## src/rtl/core/asf_pkg.sv

```systemverilog
// ============================================================================
// asf_pkg: shared types and constants of the five-tap smoothing filter
// Sample and sum types, the binomial weights, the filter mode codes and the
// control groups that pass between the window cells and the filter datapath.
// ============================================================================
package asf_pkg;

    // Window length and the sample format.
    localparam int TAPS      = 5;
    localparam int HIST      = TAPS - 1;
    localparam int SAMPLE_W  = 8;
    localparam int SUM_W     = 12;
    localparam int CENTRE    = 2;

    typedef logic [SAMPLE_W-1:0]     sample_t;
    typedef logic signed [SUM_W-1:0] sum_t;

    // Zero level of the offset-binary samples.
    localparam sample_t SILENCE = 8'd128;

    // Filter mode codes.
    localparam logic MODE_MEAN  = 1'b0;
    localparam logic MODE_GAUSS = 1'b1;

    // Binomial weights 1, 4, 6, 4, 1 (sixteenths), tap 0 is the oldest.
    localparam logic [TAPS-1:0][2:0] BINOM_W = {3'd1, 3'd4, 3'd6, 3'd4, 3'd1};

    // Division by five as a multiply by 205 / 1024, exact for magnitudes
    // up to 640, and division by sixteen as a shift.
    localparam logic [7:0] MEAN_RECIP  = 8'd205;
    localparam int         MEAN_SHIFT  = 10;
    localparam int         GAUSS_SHIFT = 4;

    // Control of the window cells for one cycle.
    typedef struct packed {
        logic shift;
        logic clear;
    } cell_ctl_t;

    // One window handed to the filter datapath.
    typedef struct packed {
        logic                          valid;
        logic                          last;
        logic                          mode;
        logic [TAPS-1:0][SAMPLE_W-1:0] taps;
    } dp_in_t;

endpackage

```

## src/rtl/core/asf_if.sv

```systemverilog
// ============================================================================
// asf_if: valid/ready channels of the five-tap smoothing filter
// Input sample channel, filtered result channel and configuration write
// channel, each with a source and a sink side.
// ============================================================================

// Input samples.
interface asf_in_if;
    logic            valid;
    logic            ready;
    asf_pkg::sample_t sample;
    logic            last;

    modport source (output valid, output sample, output last, input ready);
    modport sink   (input valid, input sample, input last, output ready);
endinterface

// Filtered results.
interface asf_out_if;
    logic            valid;
    logic            ready;
    asf_pkg::sample_t smoothed;
    logic            last_out;

    modport source (output valid, output smoothed, output last_out, input ready);
    modport sink   (input valid, input smoothed, input last_out, output ready);
endinterface

// Configuration writes of the filter mode register.
interface asf_cfg_if;
    logic valid;
    logic ready;
    logic data;

    modport source (output valid, output data, input ready);
    modport sink   (input valid, input data, output ready);
endinterface

```

## src/rtl/core/asf_cell.sv

```systemverilog
// ============================================================================
// asf_cell: one position of the sample window
// Holds one sample and a flag that marks it as part of the current stream.
// Takes its neighbor's contents on a shift and returns to silence on a clear.
// ============================================================================
module asf_cell
(
    input  logic                clk,
    input  logic                rst_n,
    input  asf_pkg::cell_ctl_t  ctl,
    input  asf_pkg::sample_t    shift_sample,
    input  logic                shift_live,
    output asf_pkg::sample_t    sample,
    output logic                live
);

    asf_pkg::sample_t sample_reg;
    asf_pkg::sample_t sample_next;
    logic             live_reg;
    logic             live_next;

    // Clear has priority over a shift.
    always_comb
    begin
        sample_next = sample_reg;
        live_next   = live_reg;
        if (ctl.clear)
        begin
            sample_next = asf_pkg::SILENCE;
            live_next   = 1'b0;
        end
        else if (ctl.shift)
        begin
            sample_next = shift_sample;
            live_next   = shift_live;
        end
    end

    always_ff @(posedge clk or negedge rst_n)
    begin
        if (!rst_n)
        begin
            sample_reg <= asf_pkg::SILENCE;
            live_reg   <= 1'b0;
        end
        else
        begin
            sample_reg <= sample_next;
            live_reg   <= live_next;
        end
    end

    assign sample = sample_reg;
    assign live   = live_reg;

endmodule

```

## src/rtl/core/asf_datapath.sv

```systemverilog
// ============================================================================
// asf_datapath: sum, scale and clip stages of the smoothing filter
// Stage one forms the plain or binomially weighted sum of the five taps.
// Stage two divides toward zero, restores the zero level, clips and holds
// the result for the output channel.
// ============================================================================
module asf_datapath
(
    input  logic             clk,
    input  logic             rst_n,
    input  asf_pkg::dp_in_t  win,
    output logic             take,
    asf_out_if.source        results
);

    localparam int MAG_W  = asf_pkg::SUM_W;
    localparam int PROD_W = 10 + 8;
    localparam int Q_W    = 8;
    localparam int VAL_W  = 10;

    // Stage one registers.
    logic             sum_valid_reg;
    logic             sum_valid_next;
    asf_pkg::sum_t    sum_reg;
    asf_pkg::sum_t    sum_next;
    logic             sum_mode_reg;
    logic             sum_last_reg;

    // Output registers.
    logic             out_valid_reg;
    logic             out_valid_next;
    asf_pkg::sample_t out_sample_reg;
    asf_pkg::sample_t out_sample_next;
    logic             out_last_reg;

    logic             en_out;
    logic             en_sum;

    logic [MAG_W-1:0]        mag;
    logic [PROD_W-1:0]       prod;
    logic [Q_W-1:0]          quot;
    logic signed [VAL_W-1:0] sval;
    logic signed [VAL_W-1:0] level;

    // Each stage moves when it is empty or its contents move on.
    assign en_out = !out_valid_reg || results.ready;
    assign en_sum = !sum_valid_reg || en_out;
    assign take   = en_sum;

    // Sum of the centred deviations, weighted in Gaussian mode.
    always_comb
    begin
        asf_pkg::sum_t dev;
        sum_next = '0;
        for (int k = 0; k < asf_pkg::TAPS; k++)
        begin
            dev = asf_pkg::sum_t'({1'b0, win.taps[k]}) -
                  asf_pkg::sum_t'({1'b0, asf_pkg::SILENCE});
            if (win.mode == asf_pkg::MODE_GAUSS)
                sum_next = sum_next + dev * asf_pkg::sum_t'(asf_pkg::BINOM_W[k]);
            else
                sum_next = sum_next + dev;
        end
    end

    assign sum_valid_next = en_sum ? win.valid : sum_valid_reg;

    // Divide the magnitude, put the sign back, add the zero level and clip.
    always_comb
    begin
        mag  = sum_reg[asf_pkg::SUM_W-1] ? MAG_W'(-sum_reg) : MAG_W'(sum_reg);
        prod = PROD_W'(mag[9:0]) * PROD_W'(asf_pkg::MEAN_RECIP);
        if (sum_mode_reg == asf_pkg::MODE_GAUSS)
            quot = mag[asf_pkg::GAUSS_SHIFT +: Q_W];
        else
            quot = prod[asf_pkg::MEAN_SHIFT +: Q_W];
        sval  = sum_reg[asf_pkg::SUM_W-1] ? -VAL_W'(quot) : VAL_W'(quot);
        level = sval + VAL_W'(asf_pkg::SILENCE);
        if (level < 0)
            out_sample_next = '0;
        else if (level > VAL_W'(255))
            out_sample_next = '1;
        else
            out_sample_next = level[asf_pkg::SAMPLE_W-1:0];
    end

    assign out_valid_next = en_out ? sum_valid_reg : out_valid_reg;

    // Control state of both stages.
    always_ff @(posedge clk or negedge rst_n)
    begin
        if (!rst_n)
        begin
            sum_valid_reg <= 1'b0;
            out_valid_reg <= 1'b0;
        end
        else
        begin
            sum_valid_reg <= sum_valid_next;
            out_valid_reg <= out_valid_next;
        end
    end

    // Payload of both stages.
    always_ff @(posedge clk)
    begin
        if (en_sum)
        begin
            sum_reg      <= sum_next;
            sum_mode_reg <= win.mode;
            sum_last_reg <= win.last;
        end
        if (en_out)
        begin
            out_sample_reg <= out_sample_next;
            out_last_reg   <= sum_last_reg;
        end
    end

    assign results.valid    = out_valid_reg;
    assign results.smoothed = out_sample_reg;
    assign results.last_out = out_last_reg;

endmodule

```

## src/rtl/core/audio_smoothing_fir_5tap.sv

```systemverilog
// ============================================================================
// audio_smoothing_fir_5tap: five-tap mean or binomial audio smoothing filter
// A row of window cells shifts one sample per transfer; each step feeds the
// sum and scale stages, which give one result per centred sample.
// ============================================================================
//
//  channel   side   payload                   transfer
//  -------   ----   -----------------------   ------------------------------
//  samples   sink   sample[7:0], last         samples.valid && samples.ready
//  results   src    smoothed[7:0], last_out   results.valid && results.ready
//  cfg       sink   data (filter mode)        cfg.valid && cfg.ready
//
//  One sample is taken per cycle unless a flush or a stall holds the input;
//  results leave through the sum and output registers. A sample marked last
//  is followed by two flush steps of silence, while samples.ready is low.
//  Reset fills the window with silence and selects the mean filter.
//  A stall on results fills the two datapath stages and then holds the window.
//
module audio_smoothing_fir_5tap
(
    input  logic       clk,
    input  logic       rst_n,
    asf_in_if.sink     samples,
    asf_out_if.source  results,
    asf_cfg_if.sink    cfg
);

    logic                 mode_reg;
    logic                 mode_next;
    logic [1:0]           flush_reg;
    logic [1:0]           flush_next;

    logic                 take;
    logic                 accept;
    logic                 flush_step;
    logic                 final_step;
    logic                 step;
    asf_pkg::sample_t     feed_sample;
    logic                 feed_live;
    asf_pkg::cell_ctl_t   ctl;
    asf_pkg::dp_in_t      win;

    asf_pkg::sample_t     cell_sample [asf_pkg::HIST];
    logic                 cell_live   [asf_pkg::HIST];

    // Filter mode register, always ready for a write.
    assign cfg.ready = 1'b1;
    assign mode_next = (cfg.valid && cfg.ready) ? cfg.data : mode_reg;

    // Step control: a new sample or one of the two flush steps after a last.
    assign samples.ready = (flush_reg == 2'd0) && take;
    assign accept        = samples.valid && samples.ready;
    assign flush_step    = (flush_reg != 2'd0) && take;
    assign final_step    = flush_step && (flush_reg == 2'd1);
    assign step          = accept || flush_step;
    assign feed_sample   = accept ? samples.sample : asf_pkg::SILENCE;
    assign feed_live     = accept;

    always_comb
    begin
        flush_next = flush_reg;
        if (accept && samples.last)
            flush_next = 2'd2;
        else if (flush_step)
            flush_next = flush_reg - 2'd1;
    end

    always_ff @(posedge clk or negedge rst_n)
    begin
        if (!rst_n)
        begin
            mode_reg  <= asf_pkg::MODE_MEAN;
            flush_reg <= 2'd0;
        end
        else
        begin
            mode_reg  <= mode_next;
            flush_reg <= flush_next;
        end
    end

    // The window empties back to silence after the final flush step.
    assign ctl.shift = step;
    assign ctl.clear = final_step;

    // Row of window cells, oldest at index zero, fed from the top.
    for (genvar i = 0; i < asf_pkg::HIST; i++)
    begin : g_cell
        asf_pkg::sample_t nbr_sample;
        logic             nbr_live;

        if (i == asf_pkg::HIST - 1)
        begin : g_top
            assign nbr_sample = feed_sample;
            assign nbr_live   = feed_live;
        end
        else
        begin : g_mid
            assign nbr_sample = cell_sample[i+1];
            assign nbr_live   = cell_live[i+1];
        end

        asf_cell u_cell
        (
            .clk          (clk),
            .rst_n        (rst_n),
            .ctl          (ctl),
            .shift_sample (nbr_sample),
            .shift_live   (nbr_live),
            .sample       (cell_sample[i]),
            .live         (cell_live[i])
        );
    end

    // A step gives a result when the centre of its window is a stream sample.
    always_comb
    begin
        win.valid = step && cell_live[asf_pkg::CENTRE];
        win.last  = final_step;
        win.mode  = mode_reg;
        for (int k = 0; k < asf_pkg::HIST; k++)
            win.taps[k] = cell_sample[k];
        win.taps[asf_pkg::HIST] = feed_sample;
    end

    asf_datapath u_datapath
    (
        .clk     (clk),
        .rst_n   (rst_n),
        .win     (win),
        .take    (take),
        .results (results)
    );

endmodule

```

## src/flat_wrapper.sv

```systemverilog
// flat-port wrapper written by rule: the top's interface ports become plain ports
module audio_smoothing_fir_5tap_flat 
  (clk, rst_n, samples_valid, samples_sample, samples_last, samples_ready, results_valid, results_smoothed, results_last_out, results_ready, cfg_valid, cfg_data, cfg_ready);
  asf_in_if samples_i ();
  asf_out_if results_i ();
  asf_cfg_if cfg_i ();
  input  logic clk;
  input  logic rst_n;
  input wire logic [$bits(samples_i.valid)-1:0] samples_valid;
  input wire logic [$bits(samples_i.sample)-1:0] samples_sample;
  input wire logic [$bits(samples_i.last)-1:0] samples_last;
  output wire logic [$bits(samples_i.ready)-1:0] samples_ready;
  output wire logic [$bits(results_i.valid)-1:0] results_valid;
  output wire logic [$bits(results_i.smoothed)-1:0] results_smoothed;
  output wire logic [$bits(results_i.last_out)-1:0] results_last_out;
  input wire logic [$bits(results_i.ready)-1:0] results_ready;
  input wire logic [$bits(cfg_i.valid)-1:0] cfg_valid;
  input wire logic [$bits(cfg_i.data)-1:0] cfg_data;
  output wire logic [$bits(cfg_i.ready)-1:0] cfg_ready;
  assign samples_i.valid = samples_valid;
  assign samples_i.sample = samples_sample;
  assign samples_i.last = samples_last;
  assign samples_ready = samples_i.ready;
  assign results_valid = results_i.valid;
  assign results_smoothed = results_i.smoothed;
  assign results_last_out = results_i.last_out;
  assign results_i.ready = results_ready;
  assign cfg_i.valid = cfg_valid;
  assign cfg_i.data = cfg_data;
  assign cfg_ready = cfg_i.ready;
  audio_smoothing_fir_5tap u_core (.clk(clk), .rst_n(rst_n), .samples(samples_i), .results(results_i), .cfg(cfg_i));
endmodule
```

## config.mk

```make
export PLATFORM = sky130hd
export DESIGN_NAME = audio_smoothing_fir_5tap_flat
export DESIGN_NICKNAME = d
export VERILOG_FILES = /design/src/rtl/core/asf_pkg.sv /design/src/rtl/core/asf_if.sv /design/src/rtl/core/asf_cell.sv /design/src/rtl/core/asf_datapath.sv /design/src/rtl/core/audio_smoothing_fir_5tap.sv /design/src/flat_wrapper.sv
export SDC_FILE = /design/constraint.sdc
export NUM_CORES = 1
export LEC_CHECK = 0
export BUFFER_PORTS_ARGS = -buffer_cell sky130_fd_sc_hd__buf_2
export CAP_MARGIN = 15
export CORE_UTILIZATION = 40
export DETAILED_ROUTE_END_ITERATION = 10
export PLACE_DENSITY_LB_ADDON = 0.2
export SYNTH_ARGS = -nofsm -noshare
export SYNTH_HDL_FRONTEND = slang
export SYNTH_SLANG_ARGS = --single-unit
```

## constraint.sdc

```tcl
create_clock -name clk -period 9.1 [get_ports clk]
set_clock_uncertainty 0.15 [all_clocks]
set_input_delay 0.455 -clock clk [delete_from_list [all_inputs] [get_ports clk]]
set_output_delay 0.455 -clock clk [all_outputs]
set_load 0.05 [all_outputs]
```

; ---- After elaboration in Yosys (flattened, before gate mapping)
; Cells that the tools add are included.
[word_totals]
output_inout_bits = 12
inputBits = 15
ff_bits = 62
[classes]
order_cmp = 2
n_reduce_logical = 15
add_sub_neg = 16
eq_ne = 1
n_mux = 22
n_mul = 2
[op_table]
columns = operator, count
row1 = two-way mux 8 bit, 11
row2 = two-way mux 12 bit, 4
row3 = subtractor 8 x 8 -> 9 bit (second input constant), 5
row4 = adder 12 x 9 -> 12 bit, 3
row5 = multiplier 10 x 8 -> 18 bit (second input constant), 1
row6 = adder 12 x 11 -> 12 bit, 1
row7 = adder 12 bit, 1
row8 = adder 9 x 11 -> 12 bit, 1
row9 = negator 12 bit, 1
row10 = multiplier 9 x 3 -> 11 bit (second input constant), 1
row11 = adder 10 x 8 -> 10 bit (second input constant), 1
row12 = adder 9 x 9 -> 10 bit, 1
row13 = > comparator 10 x 9 -> 1 bit (second input constant), 1
row14 = < comparator 10 x 1 -> 1 bit (second input constant), 1
row15 = two-way mux 10 bit, 1
row16 = negator 8 -> 10 bit, 1
row17 = logical AND 1 bit, 6
row18 = nonzero test 2 bit, 3
row19 = two-way mux 1 bit, 4
row20 = two-way mux 2 bit, 2
row21 = logical OR 1 bit, 3
row22 = == test 2 x 1 -> 1 bit (second input constant), 1
row23 = logical NOT 1 bit, 2
row24 = logical NOT 2 bit, 1
row25 = subtractor 2 x 1 -> 2 bit (second input constant), 1

; ---- Logic depth before layout (Yosys ltp)
[depth]
depth_word = 9
depth_mapped = 29

; ---- Hierarchy
; A second synthesis with hierarchy kept.
[hier_totals]
cells_unflattened = 852
area_unflattened_um2 = 7748.7
[modules_own_cells]
columns = mod, cells_each, n_inst, area_each_um2
row1 = asf_datapath, 704, 1, 5990.7
row2 = asf_cell, 29, 4, 369.1
row3 = audio_smoothing_fir_5tap, 32, 1, 281.5

; ---- Worst setup path after synthesis
; Ideal clock, no wire load.
[synth_timing]
kind = register to register
startpoint = register u_core.u_datapath.sum_reg[3]
endpoint = register u_core.u_datapath.out_sample_reg[0] (netlist: u_core.u_datapath.results.smoothed[0]), data pin
synth_period_minus_slack_ns = 7.086
required_ns = 8.678
path_buffers = 0
stages_incl_launch_ff = 26
slack_ns = 2.014
arrival_ns = 6.665
path_cell_list = edfxtp_1 or4_4 o31ai_2 xor2_1 inv_2 ha_1 inv_1 fa_1 inv_1 fa_1 fa_1 ha_1 a21o_1 a211o_1 a211oi_1 or3_1 a31oi_1 nand4b_4 nor4_1 nor2_1 xnor2_1 ha_1 inv_1 or4_4 o31ai_4 a211oi_1
[synth_between]
elab_chain_cells = 9
[synth_rtl]
columns = element, line
row1 = "start, declared", asf_datapath.sv:24  ; asf_pkg::sum_t sum_reg;
row2 = "start signal, assigned", asf_datapath.sv:109  ; sum_reg <= sum_next;
row3 = negator 12 bit, asf_datapath.sv:71  ; mag = sum_reg[asf_pkg::SUM_W-1] ? MAG_W'(-sum_reg) : MAG_W'(sum_reg);
row4 = two-way mux 12 bit *, asf_datapath.sv:71
row5 = multiplier 10 x 8 -> 18 bit, asf_datapath.sv:72  ; prod = PROD_W'(mag[9:0]) * PROD_W'(asf_pkg::MEAN_RECIP);
row6 = two-way mux 8 bit *, asf_datapath.sv:73  ; if (sum_mode_reg == asf_pkg::MODE_GAUSS)
row7 = negator 8 -> 10 bit, asf_datapath.sv:77  ; sval = sum_reg[asf_pkg::SUM_W-1] ? -VAL_W'(quot) : VAL_W'(quot);
row8 = two-way mux 10 bit *, asf_datapath.sv:77
row9 = adder 10 x 8 -> 10 bit *, asf_datapath.sv:78  ; level = sval + VAL_W'(asf_pkg::SILENCE);
row10 = > comparator 10 x 9 -> 1 bit, asf_datapath.sv:81  ; else if (level > VAL_W'(255))
row11 = two-way mux 8 bit, asf_datapath.sv:81
row12 = "end signal, assigned", asf_datapath.sv:115  ; out_sample_reg <= out_sample_next;
row13 = "end, declared", asf_datapath.sv:32  ; asf_pkg::sample_t out_sample_reg;
; Mark *: on every way between the ends. The rest lies on a longest branch, timed or not.
; A chain may end at the register's enable or synchronous reset.

; ---- Final worst setup path
[layout_timing]
startpoint = register u_core.u_datapath.sum_reg[0]
endpoint = register u_core.u_datapath.out_sample_reg[0] (netlist: u_core.u_datapath.results.smoothed[0]), data pin
; Same word-level chain as after synthesis.

==> metrics.json <==
{
  "outcome": {"value": "finished, final reports clean"},
  "fill_cells": {"value": 1840},
  "netlist_area": {"value": 7640, "unit": "sq um"},
  "setup.worst_path.end_class": {"value": "flip-flop"},
  "cpMaxStageDelayCell": {"value": "xor2_1"},
  "rows": {"value": 50},
  "drt-pass1-iter-count": {"value": 4},
  "yosys_register_bits": {"value": 62},
  "worstSetupPathType": {"value": "flip-flop to flip-flop"},
  "synth-simple-area-share": {"value": 13.8, "unit": "%"},
  "drt-total-wl": {"value": 17000, "unit": "microns"},
  "post_cts_resize_count": {"value": 0},
  "antenna_found_initial": {"value": 0},
  "yosys.cell_types.count": {"value": 64},
  "worst_path_largest_cell_delay": {"value": 630, "unit": "ps"},
  "setup_viol": {"value": 0},
  "yosysWarnings": {"value": 0},
  "rrSetupSlack": {"value": 1260, "unit": "ps"},
  "primary_flip_flop_cell_chosen_by_synthesis_mapping": {"value": "dfrtp_1"},
  "r2r-start": {"value": "u_core.u_datapath.sum_reg[0]"},
  "core-area": {"value": 18700, "unit": "sq um"},
  "largest_reg_flops": {"value": 32},
  "timing.final.crit_period": {"value": 7840, "unit": "ps"},
  "grt_remaining_overflow": {"value": 0},
  "grt_first_pass_wirelength": {"value": 29200, "unit": "microns"},
  "floorplan_die_height": {"value": 140, "unit": "microns"},
  "worstRegToRegCells": {"value": 27},
  "cts_buffers": {"value": 9},
  "seq_area_frac_synth": {"value": 21.9, "unit": "%"},
  "worst_path_most_repeated_cell": {"value": "inv_1"},
  "netlist_top_cells_area": {"value": "ha_1 (20%), dfrtp_1 (11%), edfxtp_1 (9.0%)"},
  "place_congestion": {"value": 0.846},
  "synth_cells": {"value": 885},
  "finalNetCount": {"value": 1069},
  "grt_pass1_vias": {"value": 5828},
  "clock_latency_on_the_worst_skew_pair": {"value": 340, "unit": "ps"},
  "initial_core_util": {"value": 40.8, "unit": "%"},
  "relSlewSlack": {"value": 39.2, "unit": "%"},
  "worstPathBufferInverterCount": {"value": 6},
  "areaGrowthSynthToFinish": {"value": 8.27, "unit": "%"},
  "synth_top_family_by_area": {"value": "adder cells"},
  "clock_sink_count": {"value": 62},
  "final_antenna_net_count": {"value": 0},
  "synthDominantAreaCellType": {"value": "ha_1"},
  "delay_heaviest_family_cp": {"value": "adder cells"},
  "required": {"value": 9020, "unit": "ps"},
  "placement.io_buffers": {"value": 25},
  "final-hold-violation-count": {"value": 0},
  "num_vias": {"value": 6097},
  "cap_viol_max_count": {"value": 0},
  "reg_to_reg_critical_path_endpoint": {"value": "u_core.u_datapath.results.smoothed[0]"},
  "maxSlewViolCount": {"value": 0},
  "io_pins": {"value": 27},
  "wl_per_cell": {"value": 14.9, "unit": "microns"},
  "post_synthesis_mux_area_share": {"value": 0.278, "unit": "%"},
  "yosys.area_share.adder": {"value": 27.2, "unit": "%"},
  "maximum_number_of_pins_on_one_net_before_global_route_repair": {"value": 40},
  "number_of_nets_in_the_synthesized_netlist": {"value": 1050},
  "tightest_slew": {"value": 912, "unit": "ps"},
  "post_route_drc_violation_count": {"value": 0},
  "fmax": {"value": 0.128, "unit": "GHz"},
  "dp_hpwl": {"value": 13500, "unit": "microns"},
  "async_reset_ff_share": {"value": 62.9, "unit": "%"},
  "cts_clk_pin_slew_worst_paths": {"value": 60, "unit": "ps"},
  "period_share": {"value": 86.2, "unit": "%"},
  "postCtsSetupBuffers": {"value": 0},
  "num_antenna_cells": {"value": 0},
  "hold_class": {"value": "input port to asynchronous set/reset pin"},
  "layout-drive-gt1-share": {"value": 7.70, "unit": "%"},
  "cts_tree": {"value": "built"},
  "setup_total_negative_slack": {"value": 0, "unit": "ps"},
  "biggest_fanout_along_the_worst_timing_path": {"value": 7},
  "final_common_cell": {"value": "ha_1"},
  "die_x": {"value": 140, "unit": "microns"},
  "synthXorXnorAreaFrac": {"value": 9.32, "unit": "%"},
  "postCtsHoldBufs": {"value": 0},
  "root_buffer": {"value": "clkbuf_16"},
  "synth_enable_flop_cells": {"value": 23},
  "critical_path.startpoint_type": {"value": "flip-flop"},
  "grtUsageTotal": {"value": 18.5, "unit": "%"},
  "post-synth-top-area-fraction": {"value": 20.5, "unit": "%"},
  "synth-compound-area-share": {"value": 21.9, "unit": "%"},
  "clock_tree.htree_level_count": {"value": 3},
  "postSynthAreaPerCell": {"value": 8.63, "unit": "sq um"},
  "layout_common_cells": {"value": "ha_1 (125), inv_1 (88), nand2_1 (88), a21oi_1 (77), xnor2_1 (53)"},
  "area_of_the_die": {"value": 19700, "unit": "sq um"},
  "rsz0062_at_grt": {"value": "false"},
  "detail_route.vias_per_cell": {"value": 5.33},
  "data_arrival_time_at_the_worst_slack_endpoint": {"value": 7760, "unit": "ps"},
  "cts.path.max_buffers": {"value": 2},
  "drtIter0Drc": {"value": 325}
}
[metrics by stage]
step | area [sq um] | hold slack [ps] | setup slack (ps) | instances | utilization, %
global placement | 8010 | 257 | 1510 | 1127 | 42.8
finish | 8270 | 95.2 | 1260 | 1143 | 44.2
CTS | 8270 | 131 | 1270 | 1143 | 44.2
global route | 8270 | 152 | 682 | 1143 | 44.2
detailed placement | 8010 | 261 | 1290 | 1127 | 42.8
floorplan | 7640 | 9.41 | 2010 | 885 | -
[worst max-delay path by stage]
stage / from / end / slack, ps / depth (start not counted)
3_3_place_gp: u_core.u_datapath.sum_reg[0] / u_core.u_datapath.results.smoothed[0] / 1510 / 27
2_1_floorplan: u_core.u_datapath.sum_reg[3] / u_core.u_datapath.results.smoothed[0] / 2010 / 25
5_1_grt: u_core.u_datapath.sum_reg[3] / u_core.u_datapath.results.smoothed[3] / 680 / 25
6_report: u_core.u_datapath.sum_reg[0] / u_core.u_datapath.results.smoothed[0] / 1260 / 27
3_5_place_dp: u_core.u_datapath.sum_reg[0] / u_core.u_datapath.results.smoothed[0] / 1290 / 27
4_1_cts: u_core.u_datapath.sum_reg[0] / u_core.u_datapath.results.smoothed[0] / 1270 / 27
[routing by layer]
layer	GRT usage (%)	wire, microns	vias up	share of wire [%]
met5	0	0	-	0
met4	4.80	208	0	1.2
met2	29.0	7390	107	43
met1	26.5	8770	2800	52
met3	3.04	657	13	3.9
li1	-	-	3177	-
[area by class of cell]
type                       count  area [sq um]  area share (%)
clock buffer                   9           225            2.72
clock inverter                 7          40.0           0.484
inverter                      93           349            4.22
multi-input combinational    709          5540            66.9
sequential                    62          1670            20.2
tap                          234           293            3.54
timing repair buffer          29           155            1.88
[logic make-up (layout without fill, tap and decap cells)]
group | after synthesis | after routing
other | 1 | 1
AOI/OAI and AO/OA | 255 | 255
and+or+nand+nor | 222 | 222
DFF | 62 | 62
muxes | 2 | 2
xor gates and xnor gates | 78 | 78
buffers and inverters | 114 | 138
adders and majority gates | 151 | 151
[synth_stat cells, types with 4 or more instances]
cell	n
ha_1	125
inv_1	88
nand2_1	88
a21oi_1	77
xnor2_1	53
nor2_1	50
o21ai_0	50
dfrtp_1	35
a21o_1	30
fa_1	25
edfxtp_1	23
xor2_1	22
clkbuf_1	19
nor3_1	16
a211oi_1	15
nand3_1	13
o31ai_1	12
nor2b_1	11
o21a_1	11
o21bai_1	10
and2_1	9
nand2b_1	9
o211ai_1	8
a31oi_1	7
a211o_1	5
and3_1	5
o21ai_1	5
dfstp_2	4
nor4_1	4
or3_1	4
Power is not shown: default switching activity piles up to over one toggle a cycle in this logic, so the estimate is an artifact.
